File: config.mk
export PLATFORM = sky130hd
export DESIGN_NAME = lcs_ctrl
export DESIGN_NICKNAME = d
export VERILOG_FILES = /design/src/lcs_pkg.sv /design/src/lcs_ctrl.sv
export SDC_FILE = /design/constraint.sdc
export NUM_CORES = 1
export LEC_CHECK = 0
export BUFFER_PORTS_ARGS = -buffer_cell sky130_fd_sc_hd__buf_2
export CORE_AREA = 2 2 70 79
export DETAILED_ROUTE_END_ITERATION = 6
export DIE_AREA = 0 0 72 81
export HOLD_SLACK_MARGIN = 0.12
export PLACE_DENSITY = 0.54
export SLEW_MARGIN = 20
export SYNTH_ARGS = -nofsm -noshare
export SYNTH_HDL_FRONTEND = slang
export SYNTH_SLANG_ARGS = --single-unit
File: constraint.sdc
create_clock -name i_clk -period 2.16 [get_ports i_clk]
set_input_delay 0.216 -clock i_clk [delete_from_list [all_inputs] [get_ports i_clk]]
set_output_delay 0.216 -clock i_clk [all_outputs]
set_load 0.03 [all_outputs]
File: src/lcs_pkg.sv
// ----------------------------------------------------------------------------
// lcs_pkg
// Shared types and codes for the longest common substring length unit.
// ----------------------------------------------------------------------------
package lcs_pkg;

    localparam int OUT_W  = 9;
    localparam int BYTE_W = 8;

    typedef enum logic [1:0] {
        MODE_APPEND  = 2'd0,
        MODE_COMPARE = 2'd1,
        MODE_CLEAR   = 2'd2
    } t_mode;

    typedef struct packed {
        logic [1:0]        mode;
        logic [BYTE_W-1:0] text_byte;
        logic              last_byte;
    } t_in_item;

    typedef struct packed {
        logic [OUT_W-1:0] longest_match;
        logic [OUT_W-1:0] reference_length;
        logic             overflowed;
    } t_out_item;

    // Broadcast from the controller to every cell of the row
    typedef struct packed {
        logic              append;
        logic              compare;
        logic              clr_all;
        logic              clr_runs;
        logic [BYTE_W-1:0] text_byte;
    } t_cell_ctl;

endpackage

File: src/lcs_ctrl.sv
// ----------------------------------------------------------------------------
// lcs_ctrl
// Decodes transactions, tracks the reference length and overflow, and waits
// for the maximum to ripple down the cell row before issuing the result.
// ----------------------------------------------------------------------------
module lcs_ctrl #(
    parameter int  MAX_TEXT = 256,
    localparam int RUN_W    = $clog2(MAX_TEXT + 1)
) (
    input  logic               i_clk,
    input  logic               i_rst_n,
    input  logic               i_start,
    input  lcs_pkg::t_in_item  i_item,
    input  logic [RUN_W-1:0]   i_chain_max,
    output logic               o_busy,
    output lcs_pkg::t_cell_ctl o_ctl,
    output lcs_pkg::t_out_item o_result,
    output logic               o_done
);
    import lcs_pkg::*;

    typedef enum logic [1:0] {
        ST_IDLE  = 2'b01,
        ST_DRAIN = 2'b10
    } t_state;

    localparam logic [RUN_W-1:0] DRAIN_END = RUN_W'(MAX_TEXT);

    t_state           r_state;
    t_state           n_state;
    logic [RUN_W-1:0] r_count;
    logic [RUN_W-1:0] r_drain;
    logic             r_ovf;
    logic             r_done;
    t_out_item        r_result;
    logic             w_accept;
    logic             w_append;
    logic             w_compare;
    logic             w_clear;
    logic             w_full;
    logic             w_drain_end;

    assign w_accept    = i_start & r_state[1'b0];
    assign w_append    = w_accept & (i_item.mode == MODE_APPEND);
    assign w_compare   = w_accept & (i_item.mode == MODE_COMPARE);
    assign w_clear     = w_accept & (i_item.mode == MODE_CLEAR);
    assign w_full      = (r_count == RUN_W'(MAX_TEXT));
    assign w_drain_end = r_state[1] & (r_drain == DRAIN_END);

    always_comb begin
        n_state = r_state;
        unique case (r_state)
            ST_IDLE: begin
                if (w_compare && i_item.last_byte) begin
                    n_state = ST_DRAIN;
                end
            end
            ST_DRAIN: begin
                if (w_drain_end) begin
                    n_state = ST_IDLE;
                end
            end
            default: n_state = ST_IDLE;
        endcase
    end

    always_ff @(posedge i_clk) begin
        if (!i_rst_n) begin
            r_state <= ST_IDLE;
            r_count <= '0;
            r_drain <= '0;
            r_ovf   <= 1'b0;
            r_done  <= 1'b0;
        end else begin
            r_state <= n_state;
            r_done  <= w_drain_end;
            if (r_state[1]) begin
                r_drain <= r_drain + RUN_W'(1);
            end else begin
                r_drain <= '0;
            end
            if (w_clear) begin
                r_count <= '0;
                r_ovf   <= 1'b0;
            end else if (w_append) begin
                if (w_full) begin
                    r_ovf   <= 1'b1;
                end else begin
                    r_count <= r_count + RUN_W'(1);
                end
            end
        end
    end

    always_ff @(posedge i_clk) begin
        if (w_drain_end) begin
            r_result.longest_match    <= OUT_W'(i_chain_max);
            r_result.reference_length <= OUT_W'(r_count);
            r_result.overflowed       <= r_ovf;
        end
    end

    assign o_ctl.append    = w_append;
    assign o_ctl.compare   = w_compare;
    assign o_ctl.clr_all   = w_clear;
    assign o_ctl.clr_runs  = w_drain_end;
    assign o_ctl.text_byte = i_item.text_byte;

    assign o_busy   = r_state[1];
    assign o_result = r_result;
    assign o_done   = r_done;

endmodule

## Word-level counts from Yosys, hierarchy flattened

Index checks and enable logic that the tools add are counted.
Widths: inputs -> output; s select.

- Output and inout bits: 33
- Flip-flop bits (word level): 41
- Bits in latches: 0
- Memories: 0
- Input port bits: 23
- Memory bits (read-only): 0
- Memory bits (writable): 0

- Bitwise gates (word level): 7
- Multiply operators: 0
- Add/subtract/negate cells: 2
- Mux-type cells: 3
- $lt $le $gt $ge: 0
- Div/mod/pow operators: 0
- Reduce and logical (&&, ||, !) cells: 7
- Equality and inequality tests: 8
- Shifts and indexed selects: 0

Operators with widths:

| operator | number |
|---|---|
| $add 9x1->9 const B | 2 |
| $eq 9x9->1 const B | 2 |
| $reduce_and 2->1 | 4 |
| $and 1x1->1 | 5 |
| $eq 2x1->1 const B | 2 |
| $eq 2x2->1 const B | 2 |
| $mux 2 | 2 |
| $ne 2x2->1 const B | 2 |
| $pmux 2 s2 | 1 |
| $logic_not 2->1 | 1 |
| $not 1->1 | 2 |
| $reduce_or 2->1 | 1 |
| $logic_and 1x1->1 | 1 |

## Depth between registers and ports, before layout

- Word-level depth: 5
- Depth in mapped cells: 5
- Gate-level depth less buffers: 5

## Worst setup path before layout

No wires, ideal clock.

- Kind: flip-flop to output port
- Start: register r_drain[0]
- End: output port o_ctl[8] in the netlist's numbering
- Path buffers: 1
- Required time: 1.944 ns
- Stages on the path, launching flop included: 6
- Setup slack: 0.289 ns
- Arrival: 1.655 ns
- Path through: dfxtp_1 inv_1 ha_1 nor4bb_1 and4_1 buf_4

- Longest elaborated chain between the ends: 2

RTL lines:

| item | RTL line | source |
|---|---|---|
| start: declaration | lcs_ctrl.sv:32 | `logic [RUN_W-1:0] r_drain;` |
| start signal: assignment | lcs_ctrl.sv:78 | `r_drain <= r_drain + RUN_W'(1);` |
| $eq 9x9->1 | lcs_ctrl.sv:48 | `assign w_drain_end = r_state[1] & (r_drain == DRAIN_END);` |
| $and 1x1->1 | lcs_ctrl.sv:48 |  |
| end: declaration | lcs_ctrl.sv:16 | `output lcs_pkg::t_cell_ctl o_ctl,` |

No other way between the ends.

==> summary.md <==
| Metric | Value |
|---|---|
| Synth-to-layout area growth | 21.1% |
| Period utilization | 91.2% |
| Crit. End Element | output pin |
| Minimum clock period | 1.97 ns |
| FMAX | 0.508 GHz |
| Post-synth cell types | 34 |
| Core Rows | 28 |
| Worst Hold Depth | 3 |
| RSZ-0062 raised after global routing | false |
| DRT iter0 DRCs | 40 |
| IO Pins | 56 |
| Deepest clock path buffer count | 2 |
| Synth top area share | between 30% and 40% |
| Hold EP | r_state[1]$_SDFFE_PN0P_ |
| FF+latch count, synth | just over 40 |
| R2R Setup Slk | between 0.4 and 0.5 ns |
| Finished Layout Cells | 251 |
| Worst path required time | approximately 1.9 ns |
| Grt total ovfl | 0 |
| Critical Path Start Type | flop |
| DP Area | 1890 µm² |
| Final #Nets | 217 |
| Area leader, netlist | edfxtp_1 |
| Final worst slack | 0.190 ns |
| Hold path startpoint | i_item[0] |
| CTS H-tree depth | 2 |
| Top area cells in the synthesized netlist | edfxtp_1, dfxtp_1, buf_4, nand3_1, a21oi_1 |
| CTS Buf Count | 5 |
| DP HPWL | 2310 µm |
| Antenna violations before repair | 0 |
| CP bufs+invs | 2 |
| Reg2reg end | o_result[17]$_DFFE_PP_ |
| Post-route cell area | 2060 µm² |
| Critical-path maximum fanout | 11 |
| I/O Buffers | 39 |
| Sink Count | 41 |
| Core region area | 5150 µm² |
| Starting Density | about 33% |
| Place WS | 0.343 ns |
| Worst vdd ir | 0.226 mV |
| DRC viols | 0 |
| Final WL | 3270 µm |
| Die Ht | 81 µm |
| Root buffer cell | clkbuf_8 |
| Arr. time, crit path | 1.75 ns |
| CTS tree | done |
| Pin count of the biggest net entering global routing | 15 |
| Commonest cells after routing, fill and taps aside | buf_2, dfxtp_1, edfxtp_1 |
| Clk slew on worst S/H paths | around 0.070 ns |
| RR Startpoint | r_drain[0]$_SDFF_PN0_ |
| Status | finished clean |
| Die X | ~72 µm |
| Commonest non-fill, non-tap cell in the layout | buf_2 |
| Via count | 1249 |
| Post-Syn Instances | 148 |
| Vias in the first global route | between 1000 and 1500 |
| Dpl cells | 234 |
| Antenna viol nets, final | 0 |
| DRT Pass-1 Iters | 4 |
| CP max-delay cell | and4_2 |
| First-pass GRT wire length | 5130 µm |
| Seq/Total Area, Yosys | 59.4% |
| Worst setup path category | flop to output pin |
| Die Area | 5830 µm² |
| PnR Total Power | about 1.3 mW |
| Worst slew pin tran | 0.540 ns |
| Hold/Removal Path Class | input port to flop |
| Setup violators final | 0 |
| Average size of a mapped cell | approximately 11 µm² |
| P per Cell Area | 650 nW/µm² |
| Fin. max-slew vios | 0 |
| Share of cells above drive strength 1 | 26.2% |
| Register Area | 1010 µm² |
| Area of the multi-input gates | ~550 µm² |
| DR vias/cell | approximately 5 |
| Synthesized area | 1700 µm² |
| Final Hold Fails | 0 |
| CP cell instances | inv_1, ha_1, nor4bb_1, and4_2, buf_2 |
| Total track usage | a little under an eighth |
| CP delay by family, top | simple AND/OR/NAND/NOR gates |
| Leak | roughly 0.73 nW |
| Max incr delay on CP | 0.44 ns |
| Sum Neg Setup Slack | 0 ns |
| Max-cap check violation count | 0 |
| WL per Instance | 13.0 µm |
| Final GP Congestion | roughly 0.73 |
| Synthesized net count | 175 |
| Number of fillers in the final layout | between 400 and 500 |
| Final Skew | 0.00283 ns |
| R2R depth | 5 |
| Worst skew pair latency | between 0.2 and 0.3 ns |
| Antenna cell count | 0 |
| Yosys warns | 0 |
| Rel. slew slack | 63.5% |
==> worst max path at each step <==
stage                          startpoint  endpoint  slack, ns  cells past startpoint
detailed placement  r_drain[0]$_SDFF_PN0_  o_ctl[8]       0.34                      5
global route        r_drain[0]$_SDFF_PN0_  o_ctl[8]       0.04                      5
global placement    r_drain[0]$_SDFF_PN0_  o_ctl[8]       0.39                      5
CTS                 r_drain[0]$_SDFF_PN0_  o_ctl[8]       0.03                      5
floorplan           r_drain[0]$_SDFF_PN0_  o_ctl[8]       0.29                      5
finish              r_drain[0]$_SDFF_PN0_  o_ctl[8]       0.19                      5
==> logic make-up after synthesis <==
group	Yosys count	share of synthesized area, %
AND/OR/NAND/NOR	49	17.3
flip-flops	41	59.4
buffers and inverters	24	8.38
AO/OA/AOI/OAI	23	8.09
multiplexers	4	2.35
adder cells (fa/ha/maj)	4	2.94
XOR/XNOR	3	1.54
==> through the flow <==
step	hold WS, ns	utilization, %
2_1_floorplan	0.315	-
6_report	0.271	40.0
3_5_place_dp	0.396	36.6
5_1_grt	0.292	40.0
3_3_place_gp	0.395	36.6
4_1_cts	0.269	40.0
==> state kept, by name, summed over array words and instances, names as in the netlist <==
signal,cells
o_done,1
o_result,19
r_count,9
r_drain,9
r_ovf,1
r_state,2
==> per-layer routing <==
layer / GRT usage, % / vias to the layer above / wire, µm
li1: - / 611 / -
met1: 12.9 / 590 / 1440
met2: 20.0 / 42 / 1550
met3: 3.10 / 6 / 211
met4: 5.85 / 0 / 69
met5: 0 / - / 0
==> worst register-to-register path, stage by stage (launching register included) <==
cell and delay (ns):
dfxtp_1 0.34, inv_1 0.06, ha_1 0.13, nor4bb_1 0.24
and4_2 0.44, buf_12 0.18
==> repair_timing <==
item	CTS	global route
gates resized for setup	0	1
buffers inserted	0	0
hold endpoints to repair	9	0
endpoints found under the setup margin	0	1
hold buffers	9	0
==> synth_stat cells <==
cell,instances
o21ai_0,2
nor4_1,1
buf_6,1
edfxtp_1,19
a211oi_1,1
or3_1,5
inv_2,1
clkbuf_1,1
or4_1,4
inv_1,9
nand3b_1,3
o32ai_1,1
nand4bb_2,1
o21ai_1,3
xnor2_1,1
a21oi_1,10
nand3_1,12
nor4bb_1,1
and3_1,1
o31ai_1,4
nand2_1,6
o32a_1,1
and4_1,1
buf_4,12
and2_1,1
xor2_1,2
nand4b_1,2
a31oi_1,1
mux2i_1,4
nor2_1,7
ha_1,4
dfxtp_1,22
nor4b_1,2
nand4_1,2
==> power by group <==
| group | total, mW | leakage (nW) | internal, mW | switching [mW] |
|---|---|---|---|---|
| Combinational | 0.0598 | 0.352 | 0.0296 | 0.0301 |
| Sequential | 0.812 | 0.338 | 0.809 | 0.00247 |
| Clock | 0.468 | 0.0450 | 0.224 | 0.244 |
==> cell type report <==
class / count / area share [%]
Multi-Input combinational cell: 83 / 26.7
Clock inverter: 2 / 0.486
Clock buffer: 6 / 3.52
Inverter: 10 / 1.82
Timing Repair Buffer: 49 / 14.8
Tap cell: 60 / 3.64
Sequential cell: 41 / 49.1
(Power assumes the default switching activity.)
