[src/lcs_pkg.sv]
// ----------------------------------------------------------------------------
// lcs_pkg
// Shared types and codes for the longest common substring length unit.
// ----------------------------------------------------------------------------
package lcs_pkg;

    localparam int OUT_W  = 9;
    localparam int BYTE_W = 8;

    typedef enum logic [1:0] {
        MODE_APPEND  = 2'd0,
        MODE_COMPARE = 2'd1,
        MODE_CLEAR   = 2'd2
    } t_mode;

    typedef struct packed {
        logic [1:0]        mode;
        logic [BYTE_W-1:0] text_byte;
        logic              last_byte;
    } t_in_item;

    typedef struct packed {
        logic [OUT_W-1:0] longest_match;
        logic [OUT_W-1:0] reference_length;
        logic             overflowed;
    } t_out_item;

    // Broadcast from the controller to every cell of the row
    typedef struct packed {
        logic              append;
        logic              compare;
        logic              clr_all;
        logic              clr_runs;
        logic [BYTE_W-1:0] text_byte;
    } t_cell_ctl;

endpackage

[src/lcs_cell.sv]
// ----------------------------------------------------------------------------
// lcs_cell
// One reference position: stored byte, running match length, local best,
// and one stage of the running-maximum chain.
// ----------------------------------------------------------------------------
module lcs_cell #(
    parameter int  MAX_TEXT = 256,
    localparam int RUN_W    = $clog2(MAX_TEXT + 1)
) (
    input  logic              i_clk,
    input  logic              i_rst_n,
    input  lcs_pkg::t_cell_ctl i_ctl,
    input  logic              i_left_valid,
    input  logic [RUN_W-1:0]  i_left_run,
    input  logic [RUN_W-1:0]  i_left_max,
    output logic              o_valid,
    output logic [RUN_W-1:0]  o_run,
    output logic [RUN_W-1:0]  o_max
);
    import lcs_pkg::*;

    logic              r_valid;
    logic [BYTE_W-1:0] r_ref;
    logic [RUN_W-1:0]  r_run;
    logic [RUN_W-1:0]  r_best;
    logic [RUN_W-1:0]  r_max;
    logic [RUN_W-1:0]  n_run;
    logic [RUN_W-1:0]  n_best;
    logic              w_write;
    logic              w_hit;

    // Thermometer fill: the first empty cell after the last valid one takes the byte
    assign w_write = i_ctl.append & i_left_valid & ~r_valid;
    assign w_hit   = r_valid & (r_ref == i_ctl.text_byte);
    assign n_run   = w_hit ? (i_left_run + RUN_W'(1)) : '0;
    assign n_best  = (n_run > r_best) ? n_run : r_best;

    always_ff @(posedge i_clk) begin
        if (!i_rst_n) begin
            r_valid <= 1'b0;
            r_run   <= '0;
            r_best  <= '0;
            r_max   <= '0;
        end else begin
            if (i_ctl.clr_all) begin
                r_valid <= 1'b0;
                r_run   <= '0;
                r_best  <= '0;
            end else if (i_ctl.clr_runs) begin
                r_run   <= '0;
                r_best  <= '0;
            end else if (w_write) begin
                r_valid <= 1'b1;
                r_run   <= '0;
            end else if (i_ctl.compare) begin
                r_run   <= n_run;
                r_best  <= n_best;
            end
            r_max <= (r_best > i_left_max) ? r_best : i_left_max;
        end
    end

    always_ff @(posedge i_clk) begin
        if (w_write) begin
            r_ref <= i_ctl.text_byte;
        end
    end

    assign o_valid = r_valid;
    assign o_run   = r_run;
    assign o_max   = r_max;

endmodule

[config.mk]
export PLATFORM = sky130hd
export DESIGN_NAME = lcs_cell
export DESIGN_NICKNAME = d
export VERILOG_FILES = /design/src/lcs_pkg.sv /design/src/lcs_cell.sv
export SDC_FILE = /design/constraint.sdc
export NUM_CORES = 1
export LEC_CHECK = 0
export BUFFER_PORTS_ARGS = -buffer_cell sky130_fd_sc_hd__buf_4
export CAP_MARGIN = 5
export CORE_AREA = 5 5 77 79
export CTS_BUF_LIST = sky130_fd_sc_hd__clkbuf_8
export DETAILED_ROUTE_END_ITERATION = 8
export DIE_AREA = 0 0 82 84
export GPL_TIMING_DRIVEN = 0
export RECOVER_POWER = 100
export SYNTH_ARGS = -nofsm -noshare
export SYNTH_HDL_FRONTEND = slang
export SYNTH_SLANG_ARGS = --single-unit
[constraint.sdc]
create_clock -name i_clk -period 3.4 [get_ports i_clk]
set_input_delay 0.17 -clock i_clk [delete_from_list [all_inputs] [get_ports i_clk]]
set_output_delay 0.17 -clock i_clk [all_outputs]
set_load 0.01 [all_outputs]
; Word-level counts from Yosys, hierarchy flattened
; Index checks and enable logic that the tools add are counted.
[word_totals]
register_bits = 36
in_bits = 33
output_inout_bits = 19
wordCells = 23
[op_classes]
add_sub_neg = 1
order_cmp = 2
n_eq_ne = 1
muxes = 2
bitwise_logic = 7
reduce_logical = 5
[op_table]
columns = operator, count
row1 = $gt 9x9->1, 2
row2 = $mux 9, 2
row3 = $add 9x1->9 const B, 1
row4 = $eq 8x8->1, 1
row5 = $not 1->1, 4
row6 = $reduce_or 4->1, 1
row7 = $and 1x1->1, 3
row8 = $reduce_and 3->1, 1
row9 = $reduce_or 3->1, 1
row10 = $reduce_and 2->1, 1
row11 = $reduce_or 2->1, 1

; Logic depth before layout (Yosys ltp)
; Gate-level depths: netlist of the first run.
[depth]
word_depth = 5
depth_mapped = 13
depth_no_buf = 11

; Worst setup path after synthesis of the first run
; No wires, ideal clock.
[synth_path]
path_type = register to register
startpoint = register r_ref[3]
endpoint = register r_best[7]
setup_time_ps = 132
arrival_ps = 2894
required_time_ps = 3268
path_slack_ps = 374
stages_incl_launch_ff = 14
path_buffers = 3
synth_period_minus_slack_ps = 3026
cell_sequence = edfxtp_1 xnor2_1 nand3_1 or4_1 buf_2 buf_6 or2_2 ha_1 inv_1 o311a_1 o211ai_1 clkbuf_1 or3_1 a21oi_1
[synth_between]
elab_chain_cells = 5
[synth_lines]
columns = element, line_no
row1 = "start, declared", lcs_cell.sv:23  ; logic [BYTE_W-1:0] r_ref;
row2 = "start signal, assigned", lcs_cell.sv:65  ; r_ref <= i_ctl.text_byte;
row3 = $eq 8x8->1 *, lcs_cell.sv:34  ; assign w_hit = r_valid & (r_ref == i_ctl.text_byte);
row4 = $and 1x1->1 *, lcs_cell.sv:34
row5 = $mux 9 *, lcs_cell.sv:35  ; assign n_run = w_hit ? (i_left_run + RUN_W'(1)) : '0;
row6 = $gt 9x9->1, lcs_cell.sv:36  ; assign n_best = (n_run > r_best) ? n_run : r_best;
row7 = $reduce_and 3->1 (no source line), n/a
row8 = "end signal, assigned", lcs_cell.sv:57  ; r_best <= n_best;
row9 = "end, declared", lcs_cell.sv:25  ; logic [RUN_W-1:0] r_best;
; Every way passes the cells marked *; elsewhere a longest branch is shown, timed or not.
; A chain may end at the register's enable or synchronous reset.

; Worst setup path in the final report of the first run
[layout_path]
startpoint = register r_ref[2]
endpoint = register r_best[7]
; The elaborated chain is that of the path after synthesis.

==> results.md, run 1 <==
* Status: complete, no violations
* Worst clock skew at 12.4 ps
* Area Overhead vs Synth at 23.3%
* Most numerous cell on the critical path: buf_6
* Clock-pin transition on the worst setup and hold timing paths at around 80 ps
* Area of the multi-input gates at approximately 0.0011 sq mm
* Die width at around 82 um
* Most crowded layer after global routing: met2
* HPWL Detailed at 3.62 mm
* CP Cell Sequence: xnor2_1 > nand3_1 > or4_1 > buf_6 > buf_6 > or2_2 > ha_1 > inv_1 > o311a_1 > o211ai_1 > buf_4 > clkbuf_4 > or3_1 > a21oi_2
* R2r startpoint: r_ref[2]
* GRT overflow at 0
* Arrival time worst endpoint at around 3400 ps
* Final hold slack at 96.5 ps
* Pins over their slew limit at 0
* Worst Setup EP: r_best[7]
* Met3 Track Usage GR at around 3.9%
* Largest net degree at the start of global routing at 13
* Reg area at around 800 sq um
* Total GRT Usage at between 10 and 15%
* Reg2Reg Depth at 14
* Syn_area_per_cell at 8.86 sq um
* Final WL at roughly 4.5 mm
* Synthesized area at between 0.002 and 0.0025 sq mm
* Core Box Area at 0.00527 sq mm
* CTS tree: done
* H-tree depth at 2
* Area share of the largest cell type after synthesis at between 20% and 30%
* CP Max Fanout at 10
* Vias/cell at around 4.7
* ANT cells at 0
* Clk Latency, worst-skew pair at 290 ps
* Antenna viol nets, final at 0
* Number of fill cells at 552
* Leak at around 1.0 nW
* Synth top area cells: dfxtp_1, edfxtp_1, ha_1, nand2_1, mux2i_1
* Max frequency at ~310 MHz
* Initial core utilization at a little under two fifths
* Layout net count at 340
* Commonest non-fill, non-tap cell in the layout: nand2_1
* Sink Count at 36
* Max rail drop VDD at around 0.00016 V
* Vias at between 1.5k and 2k
* Reg2reg end: r_best[7]
* Sequential area share after synthesis at between 30% and 40%
* Worst slew pin tran at around 970 ps
* Syn nets at between 200 and 300
* Share of layout cells above drive strength 1 at about 16%
* Top Ports at 52
* Die Height at roughly 84 um
* Initial antenna violation count at 0
* Seq cells post-synth at 36
* Gpl congestion at just over 0.8
* R2R Setup Slk at 210 ps
* Num CTS Buffers at 5
* Top cell type by total area after synthesis: dfxtp_1
* CP Data Required Time at 3610 ps
* DRT iter0 DRCs at 77
* Setup violators final at 0
* DP Area at between 0.002 and 0.0025 sq mm
* Vias in the first global route at 1650
* Min Tclk post-route at 3190 ps
* Setup_tns at 0 ps
* Slowest Stage Delay on Critical Path at around 560 ps
* Synth unique cells at 33
* Slew headroom at around a third
* IO buf count at 51
* Worst setup SP type: flip-flop
* Period utilisation layout at a little over nine tenths
* Pre-Repair DR Iteration Count at 4
* Cells after Synth at between 200 and 250
* Ys Warns at 0
* Hold WC Path Type: in2reg
* Most frequent cells in the layout: nand2_1, clkbuf_1, dfxtp_1
* Met1 Use GR at a little under a fifth
* Row count at 27
* Met2 Resource Use GR at 23.0%
* Cell Pwr Density at approximately 340 mW/mm^2
* Die area at 0.00689 sq mm
* Final Hold Fails at 0
* Final instance area at ~0.0025 sq mm
* Pre-CTS setup slack at -53.1 ps
* Avg WL per Cell at approximately 13 um
* Worst setup margin at slightly above 200 ps
* Beginning of the critical path: r_ref[2]
* Dpl cells at 350
* CTS Root Cell: clkbuf_8
* Final std cells w/o fill at 361
* First-pass GRT wire length at ~7.7 mm
* Slowest cell on the critical path: or4_1
* Clock Path Buffers at 2
* Crit end category: flip-flop
* WS Path Type: reg2reg
* Residual DRC at 0
* Max cap viols at 0
-- power by group --
group / switching (mW) / total, mW / internal (mW) / leakage (nW)
clock: 0.152 / 0.295 / 0.143 / 0.0479
combinational: 0.0482 / 0.0896 / 0.0415 / 0.646
sequential: 0.00323 / 0.451 / 0.447 / 0.303
total: 0.204 / 0.835 / 0.631 / 0.997
-- worst min path at each step --
| stage | start | depth (start not counted) | to | slack, ps |
|---|---|---|---|---|
| after detailed placement | i_ctl[6] | 1 | r_ref[6] | 370 |
| after floorplan | i_left_run[0] | 1 | o_run[0] | 260 |
| after global placement | i_ctl[2] | 1 | r_ref[2] | 370 |
| final | i_ctl[6] | 1 | r_ref[6] | 100 |
| after global routing | i_ctl[6] | 1 | r_ref[6] | 70 |
| after CTS | i_ctl[6] | 1 | r_ref[6] | 60 |
-- logic make-up after synthesis --
kind of cell | count (synthesis) | synth area share (%)
fa+ha+maj | 19 | 11.8
compound gates | 34 | 11.8
buf+inv | 29 | 6.22
mux | 9 | 4.48
flops | 36 | 39.8
simple gates | 85 | 19.3
xor+xnor | 15 | 6.53
-- flip-flops by register name, indices dropped and copies added (netlist names) --
| signal | cells |
|---|---|
| o_run | 9 |
| o_max | 9 |
| o_valid | 1 |
| r_best | 9 |
| r_ref | 8 |
-- layout make-up --
cell class,instances,area share (%)
plain buffers,8,1.97
inverters,21,3.18
well taps,72,3.63
clock inverters,3,0.757
multi-input cells,162,42.8
clock buffers,5,2.77
flip-flops and latches,36,32.3
repair buffers,54,12.6
-- worst max-delay path, delay by kind of cell (launching register included) --
kind	cells	cell delay (ps)
buf+inv	5	680
xor+xnor	1	170
flops	1	390
simple gates	4	1250
fa+ha+maj	1	270
compound gates	3	350
-- layer usage --
| metal | part of all wire [%] | wire length, um |
|---|---|---|
| met1 | 45 | 2040 |
| met2 | 49 | 2220 |
| met3 | 5.4 | 246 |
| met4 | 0.29 | 13 |
| met5 | 0 | 0 |
-- synth_stat cells --
| library cell | instances |
|---|---|
| a2111oi_0 | 1 |
| a21o_1 | 2 |
| a21oi_1 | 14 |
| a22oi_1 | 1 |
| a41oi_1 | 1 |
| and3_1 | 1 |
| buf_1 | 1 |
| buf_2 | 1 |
| buf_6 | 2 |
| clkbuf_1 | 4 |
| dfxtp_1 | 28 |
| edfxtp_1 | 8 |
| ha_1 | 19 |
| inv_1 | 21 |
| mux2i_1 | 9 |
| nand2_1 | 43 |
| nand3_1 | 5 |
| nand3b_1 | 2 |
| nand4_1 | 6 |
| nor2_1 | 14 |
| nor3_1 | 2 |
| o211a_1 | 1 |
| o211ai_1 | 2 |
| o21ai_0 | 1 |
| o21ai_2 | 9 |
| o221ai_1 | 1 |
| o311a_1 | 1 |
| or2_2 | 1 |
| or3_1 | 9 |
| or3_4 | 1 |
| or4_1 | 1 |
| xnor2_1 | 10 |
| xor2_1 | 5 |
-- stage by stage --
| stage | util (%) | power (mW) |
|---|---|---|
| floorplan | - | 0.503 |
| global placement | 47.2 | 0.559 |
| detailed placement | 47.2 | 0.560 |
| CTS | 48.8 | 0.863 |
| global route | 47.1 | 0.885 |
| finish | 47.1 | 0.835 |
-- timing repair --
action / CTS / global route
buffers inserted: 0 / 3
gates cloned: 0 / 0
hold buffers: 0 / 0
gates resized for setup: 1 / 6
setup endpoints to repair: 9 / 9
endpoints found under the hold margin: 0 / 0
pin swaps: 0 / 2
Note: power is estimated with default switching activity, not from simulation.
==> inputs of run 2 (changes only) <==
MAX_ROUTING_LAYER = met4   (was unset)
SKIP_CTS_REPAIR_TIMING = 1   (was unset)
==> results.md, run 2 (synthesized netlist as in run 1, its figures left out) <==
* Buf/Inv on CP at 5 (unchanged)
* ANT cells at 0 (unchanged)
* Arrival time worst endpoint at 3400 ps (about the same)
* Pwr Total at 837 uW (was 835 uW)
* Leak at 0.997 nW (unchanged)
* Max cap viols at 0 (unchanged)
* Max rail drop VDD at 0.000155 V (was 0.000156 V)
* CP Data Required Time at 3610 ps (about the same)
* CTS tree: done (unchanged)
* Crit end category: flip-flop (unchanged)
* Die width at 82 um (unchanged)
* Clock-pin transition on the worst setup and hold timing paths at 80 ps (about the same)
* Hold WC Path Type: in2reg (unchanged)
* Vias/cell at 4.70 (was 4.71)
* Worst setup SP type: flip-flop (unchanged)
* Top Ports at 52 (unchanged)
* R2R Setup Slk at 210 ps (about the same)
* Worst Setup EP: r_best[7] (unchanged)
* R2r startpoint: r_ref[2] (unchanged)
* Critical path's top delay family: simple AND/OR/NAND/NOR gates (unchanged)
* Sink Count at 36 (unchanged)
* Cell Pwr Density at 338 mW/mm^2 (was 337 mW/mm^2)
* Min Tclk post-route at 3190 ps (about the same)
* Final core utilization at 47.1% (unchanged)
* CP Cell Sequence: xnor2_1 > nand3_1 > or4_1 > buf_6 > buf_6 > or2_2 > ha_1 > inv_1 > o311a_1 > o211ai_1 > buf_4 > clkbuf_4 > or3_1 > a21oi_2 (unchanged)
* Core Box Area at 0.00527 sq mm (unchanged)
* Beginning of the critical path: r_ref[2] (unchanged)
* Worst clock skew at 11.5 ps (was 12.4 ps)
* Slowest Stage Delay on Critical Path at 560 ps (about the same)
* Most numerous cell on the critical path: buf_6 (unchanged)
* Initial core utilization at 38.2% (unchanged)
* Gpl congestion at 0.824 (was 0.812)
* HPWL Detailed at 3.62 mm (unchanged)
* IO buf count at 51 (unchanged)
* Most frequent cells in the layout: nand2_1, clkbuf_1, dfxtp_1 (unchanged)
* Largest net degree at the start of global routing at 13 (unchanged)
* Total GRT Usage at 14.6% (was 14.3%)
* Worst slew pin tran at 971 ps (was 975 ps)
* Share of layout cells above drive strength 1 at 15.6% (unchanged)
* CTS Root Cell: clkbuf_8 (unchanged)
* First-pass GRT wire length at 7.65 mm (unchanged)
* Final WL at 4.54 mm (was 4.52 mm)
* Reg2reg end: r_best[7] (unchanged)
* Pins over their slew limit at 0 (unchanged)
* Num CTS Buffers at 5 (unchanged)
* Layout net count at 340 (unchanged)
* Pre-Repair DR Iteration Count at 4 (unchanged)
* Initial antenna violation count at 0 (unchanged)
* Final Hold Fails at 0 (unchanged)
* GRT overflow at 0 (unchanged)
* Die Height at 84 um (unchanged)
* Commonest non-fill, non-tap cell in the layout: nand2_1 (unchanged)
* Clock Path Buffers at 2 (unchanged)
* H-tree depth at 2 (unchanged)
* Vias in the first global route at 1651 (was 1650)
* Vias at 1697 (was 1699)
* Residual DRC at 0 (unchanged)
* Setup violators final at 0 (unchanged)
* Period utilisation layout at 93.9% (about the same)
* Antenna viol nets, final at 0 (unchanged)
* DRT iter0 DRCs at 77 (unchanged)
* Row count at 27 (unchanged)
* Stages on the worst setup path at 14 (unchanged)
* Clk Latency, worst-skew pair at 280 ps (was 290 ps)
* Status: complete, no violations (unchanged)
* WS Path Type: reg2reg (unchanged)
* Slowest cell on the critical path: or4_1 (unchanged)
* Max frequency at 313 MHz (about the same)
* Reg2Reg Depth at 14 (unchanged)
* Die area at 0.00689 sq mm (unchanged)
* Slew headroom at 34.8% (was 34.5%)
* CP Max Fanout at 10 (unchanged)
* Area Overhead vs Synth at 23.3% (unchanged)
* Avg WL per Cell at 12.6 um (was 12.5 um)
run 2: cell counts in the layout (fill, tap and decap cells not counted):
Identical to the previous run, type by type.
run 2: final cells by class:
cell class              count  area (sq um)
inverters                  21          78.8
flip-flops and latches     36           801
well taps                  72          90.1
repair buffers             54           312
clock inverters             3          18.8
clock buffers               5          68.8
plain buffers               8          48.8
fillers                   552          2790
multi-input cells         162          1060
run 2: report_power, final:
group / leakage, nW / internal [mW] / switching, mW
clock network: 0.0479 / 0.143 / 0.154
registers: 0.303 / 0.447 / 0.00323
logic: 0.646 / 0.0415 / 0.0482
run 2: routing by layer:
layer / vias up / wire length, um / global-route usage, %
li1: 897 / - / -
met1: 759 / 2090 / 18.8
met2: 39 / 2210 / 22.9
met3: 2 / 218 / 3.24
met4: 0 / 30 / 4.08
met5: - / 0 / -
run 2: metrics by stage:
step	instances	hold slack (ps)	setup slack (ps)	setup TNS (ps)	area, sq um
floorplan	227	258	374	0	2010
global placement	350	365	-43.7	-43.7	2480
detailed placement	350	367	-53.1	-86.6	2480
CTS	358	60.6	-98.1	-409	2570
global route	361	70.8	-2.05	-2.05	2480
finish	361	97.8	208	0	2480
run 2: worst min-delay path by stage:
stage	startpoint	endpoint	slack, ps	cells after the start
floorplan	i_left_run[0]	o_run[0]	260	1
global placement	i_ctl[2]	r_ref[2]	370	1
detailed placement	i_ctl[6]	r_ref[6]	370	1
CTS	i_ctl[6]	r_ref[6]	60	1
global route	i_ctl[6]	r_ref[6]	70	1
finish	i_ctl[6]	r_ref[6]	100	1
==> inputs of run 3 (changes only) <==
CORE_AREA = 5 5 67 69   (was 5 5 77 79)
DIE_AREA = 0 0 72 74   (was 0 0 82 84)
PLACE_DENSITY = 0.8   (was unset)
REMOVE_ABC_BUFFERS = 1   (was unset)
clock period = 3.82 ns   (was 3.4 ns; I/O delays follow)
==> results.md, run 3 (synthesized netlist as in run 1, its figures left out) <==
* Cell Pwr Density at 307 mW/mm^2 (was 338 mW/mm^2)
* Reg2Reg Depth at 11 (was 14)
* Final WL at 4.34 mm (was 4.54 mm)
* R2r startpoint: r_ref[6] (was r_ref[2])
* Top Ports at 52 (unchanged)
* Leak at 0.958 nW (was 0.997 nW)
* Hold WC Path Type: in2reg (unchanged)
* Clock-pin transition on the worst setup and hold timing paths at 60 ps (was 80 ps)
* DP Area at 0.00241 sq mm (was 0.00248 sq mm)
* HP Start: i_ctl[0] (was i_ctl[6])
* Residual DRC at 0 (unchanged)
* Share of layout cells above drive strength 1 at 11.4% (was 15.6%)
* Row count at 23 (was 27)
* RSZ-0062 raised after global routing: false
* Final Hold Fails at 0 (unchanged)
* Buf/Inv on CP at 2 (was 5)
* Final std cells w/o fill at 330 (was 361)
* Num CTS Buffers at 5 (unchanged)
* Period utilisation layout at 82.3% (was 93.9%)
* Die Height at 74 um (was 84 um)
* Largest net degree at the start of global routing at 21 (was 13)
* R2R Setup Slk at 680 ps (was 210 ps)
* Worst clock skew at 3.69 ps (was 11.5 ps)
* DRT iter0 DRCs at 80 (was 77)
* Pwr Total at 725 uW (was 837 uW)
* Status: complete, no violations (unchanged)
* Area Overhead vs Synth at 17.6% (was 23.3%)
* Avg WL per Cell at 13.1 um (was 12.6 um)
* Slowest cell on the critical path: or4_1 (unchanged)
* Top Metal Used: met4 (unchanged)
* Pre-CTS setup slack at 290 ps (was -53.1 ps)
* Slowest Stage Delay on Critical Path at 800 ps (was 560 ps)
* Max cap viols at 0 (unchanged)
* Reg2reg end: r_best[2] (was r_best[7])
* Antenna viol nets, final at 0 (unchanged)
* ANT cells at 0 (unchanged)
* Stages on the worst setup path at 11 (was 14)
* Setup_tns at 0 ps (unchanged)
* Vias at 1710 (was 1697)
* WS Path Type: reg2reg (unchanged)
* Hold EP: r_ref[0] (was r_ref[6])
* Worst setup margin at 678 ps (was 208 ps)
* Core Box Area at 0.00386 sq mm (was 0.00527 sq mm)
* Max rail drop VDD at 0.000226 V (was 0.000155 V)
* Most frequent cells in the layout: nand2_1, clkbuf_1, dfxtp_1 (unchanged)
* Hold depth at 1 (unchanged)
* CTS tree: done (unchanged)
* Wl on met1 at 1.70 mm (was 2.09 mm)
* CP Cell Sequence: xnor2_1 > nand3_1 > or4_1 > or2_2 > ha_1 > inv_1 > o311a_1 > o211ai_1 > buf_4 > or3_1 > a21oi_1 (was xnor2_1 > nand3_1 > or4_1 > buf_6 > buf_6 > or2_2 > ha_1 > inv_1 > o311a_1 > o211ai_1 > buf_4 > clkbuf_4 > or3_1 > a21oi_2)
* H-tree depth at 2 (unchanged)
* HPWL Detailed at 3.39 mm (was 3.62 mm)
* Layout net count at 331 (was 340)
* Max frequency at 318 MHz (was 313 MHz)
* First-pass GRT wire length at 7.29 mm (was 7.65 mm)
* WL met3 at 181 um (was 218 um)
* Setup violators final at 0 (unchanged)
* Total GRT Usage at 18.1% (was 14.6%)
* Worst setup SP type: flip-flop (unchanged)
* Min Tclk post-route at 3140 ps (was 3190 ps)
* Commonest non-fill, non-tap cell in the layout: nand2_1 (unchanged)
* Crit end category: flip-flop (unchanged)
* GRT overflow at 0 (unchanged)
* Die width at 72 um (was 82 um)
* Initial core utilization at 52.2% (was 38.2%)
* Worst slew pin tran at 1150 ps (was 971 ps)
* Final instance area at 0.00237 sq mm (was 0.00248 sq mm)
* CP Max Fanout at 19 (was 10)
* Vias in the first global route at 1684 (was 1651)
* Vias/cell at 5.18 (was 4.70)
* Critical path's top delay family: simple AND/OR/NAND/NOR gates (unchanged)
* Sink Count at 36 (unchanged)
* Initial antenna violation count at 0 (unchanged)
* CTS Root Cell: clkbuf_8 (unchanged)
* Routed wl met2 at 2.37 mm (was 2.21 mm)
* Arrival time worst endpoint at 3340 ps (was 3400 ps)
* Pre-Repair DR Iteration Count at 4 (unchanged)
* Gpl congestion at 0.806 (was 0.824)
* Clk Latency, worst-skew pair at 280 ps (about the same)
* CP Data Required Time at 4020 ps (was 3610 ps)
* Clock Path Buffers at 2 (unchanged)
* Pins over their slew limit at 0 (unchanged)
* Die area at 0.00533 sq mm (was 0.00689 sq mm)
* IO buf count at 51 (unchanged)
* Dpl cells at 320 (was 350)
* Slew headroom at 23.3% (was 34.8%)
run 3: changes by cell type in the layout (fill, tap and decap cells not counted), sizes merged:
cell and change:
clkinv -2, inv +2, buf -3, clkbuf -6
run 3: layout make-up:
cell class	count	area (sq um)
inverters	21	78.8
flip-flops and latches	36	801
fillers	381	1490
repair buffers	53	293
multi-input cells	162	1050
clock inverters	3	11.3
clock buffers	5	68.8
well taps	50	62.6
run 3: worst reg2reg max path, stage by stage, from the launching register on:
cell	delay, ps
edfxtp_1	380
xnor2_1	170
nand3_1	90
or4_1	800
or2_2	390
ha_1	270
inv_1	50
o311a_1	150
o211ai_1	110
buf_4	200
or3_1	310
a21oi_1	140
run 3: routing by layer:
metal  track usage, %  vias up
li1                 -      880
met1             19.7      787
met5                -        -
met4             8.14        0
met2             31.7       34
met3             4.05        9
run 3: how the worst max path moves through the flow:
stage                  start         to  slack (ps)
global placement    r_ref[6]  r_best[4]         390
detailed placement  r_ref[6]  r_best[1]         290
global route        r_ref[6]  r_best[6]         390
CTS                 r_ref[6]  r_best[2]         270
finish              r_ref[6]  r_best[2]         680
floorplan           r_ref[3]  r_best[0]         870
run 3: stage by stage:
stage / hold WS (ps) / utilization (%)
after detailed placement: 386 / 62.5
after floorplan: 279 / -
after global placement: 385 / 62.5
final: 131 / 61.4
after global routing: 143 / 61.4
after CTS: 88.6 / 64.6
run 3: power breakdown:
part           internal, mW  switching, mW  leakage (nW)
logic                0.0357         0.0408         0.607
registers             0.398        0.00312         0.303
clock network         0.121          0.126        0.0482
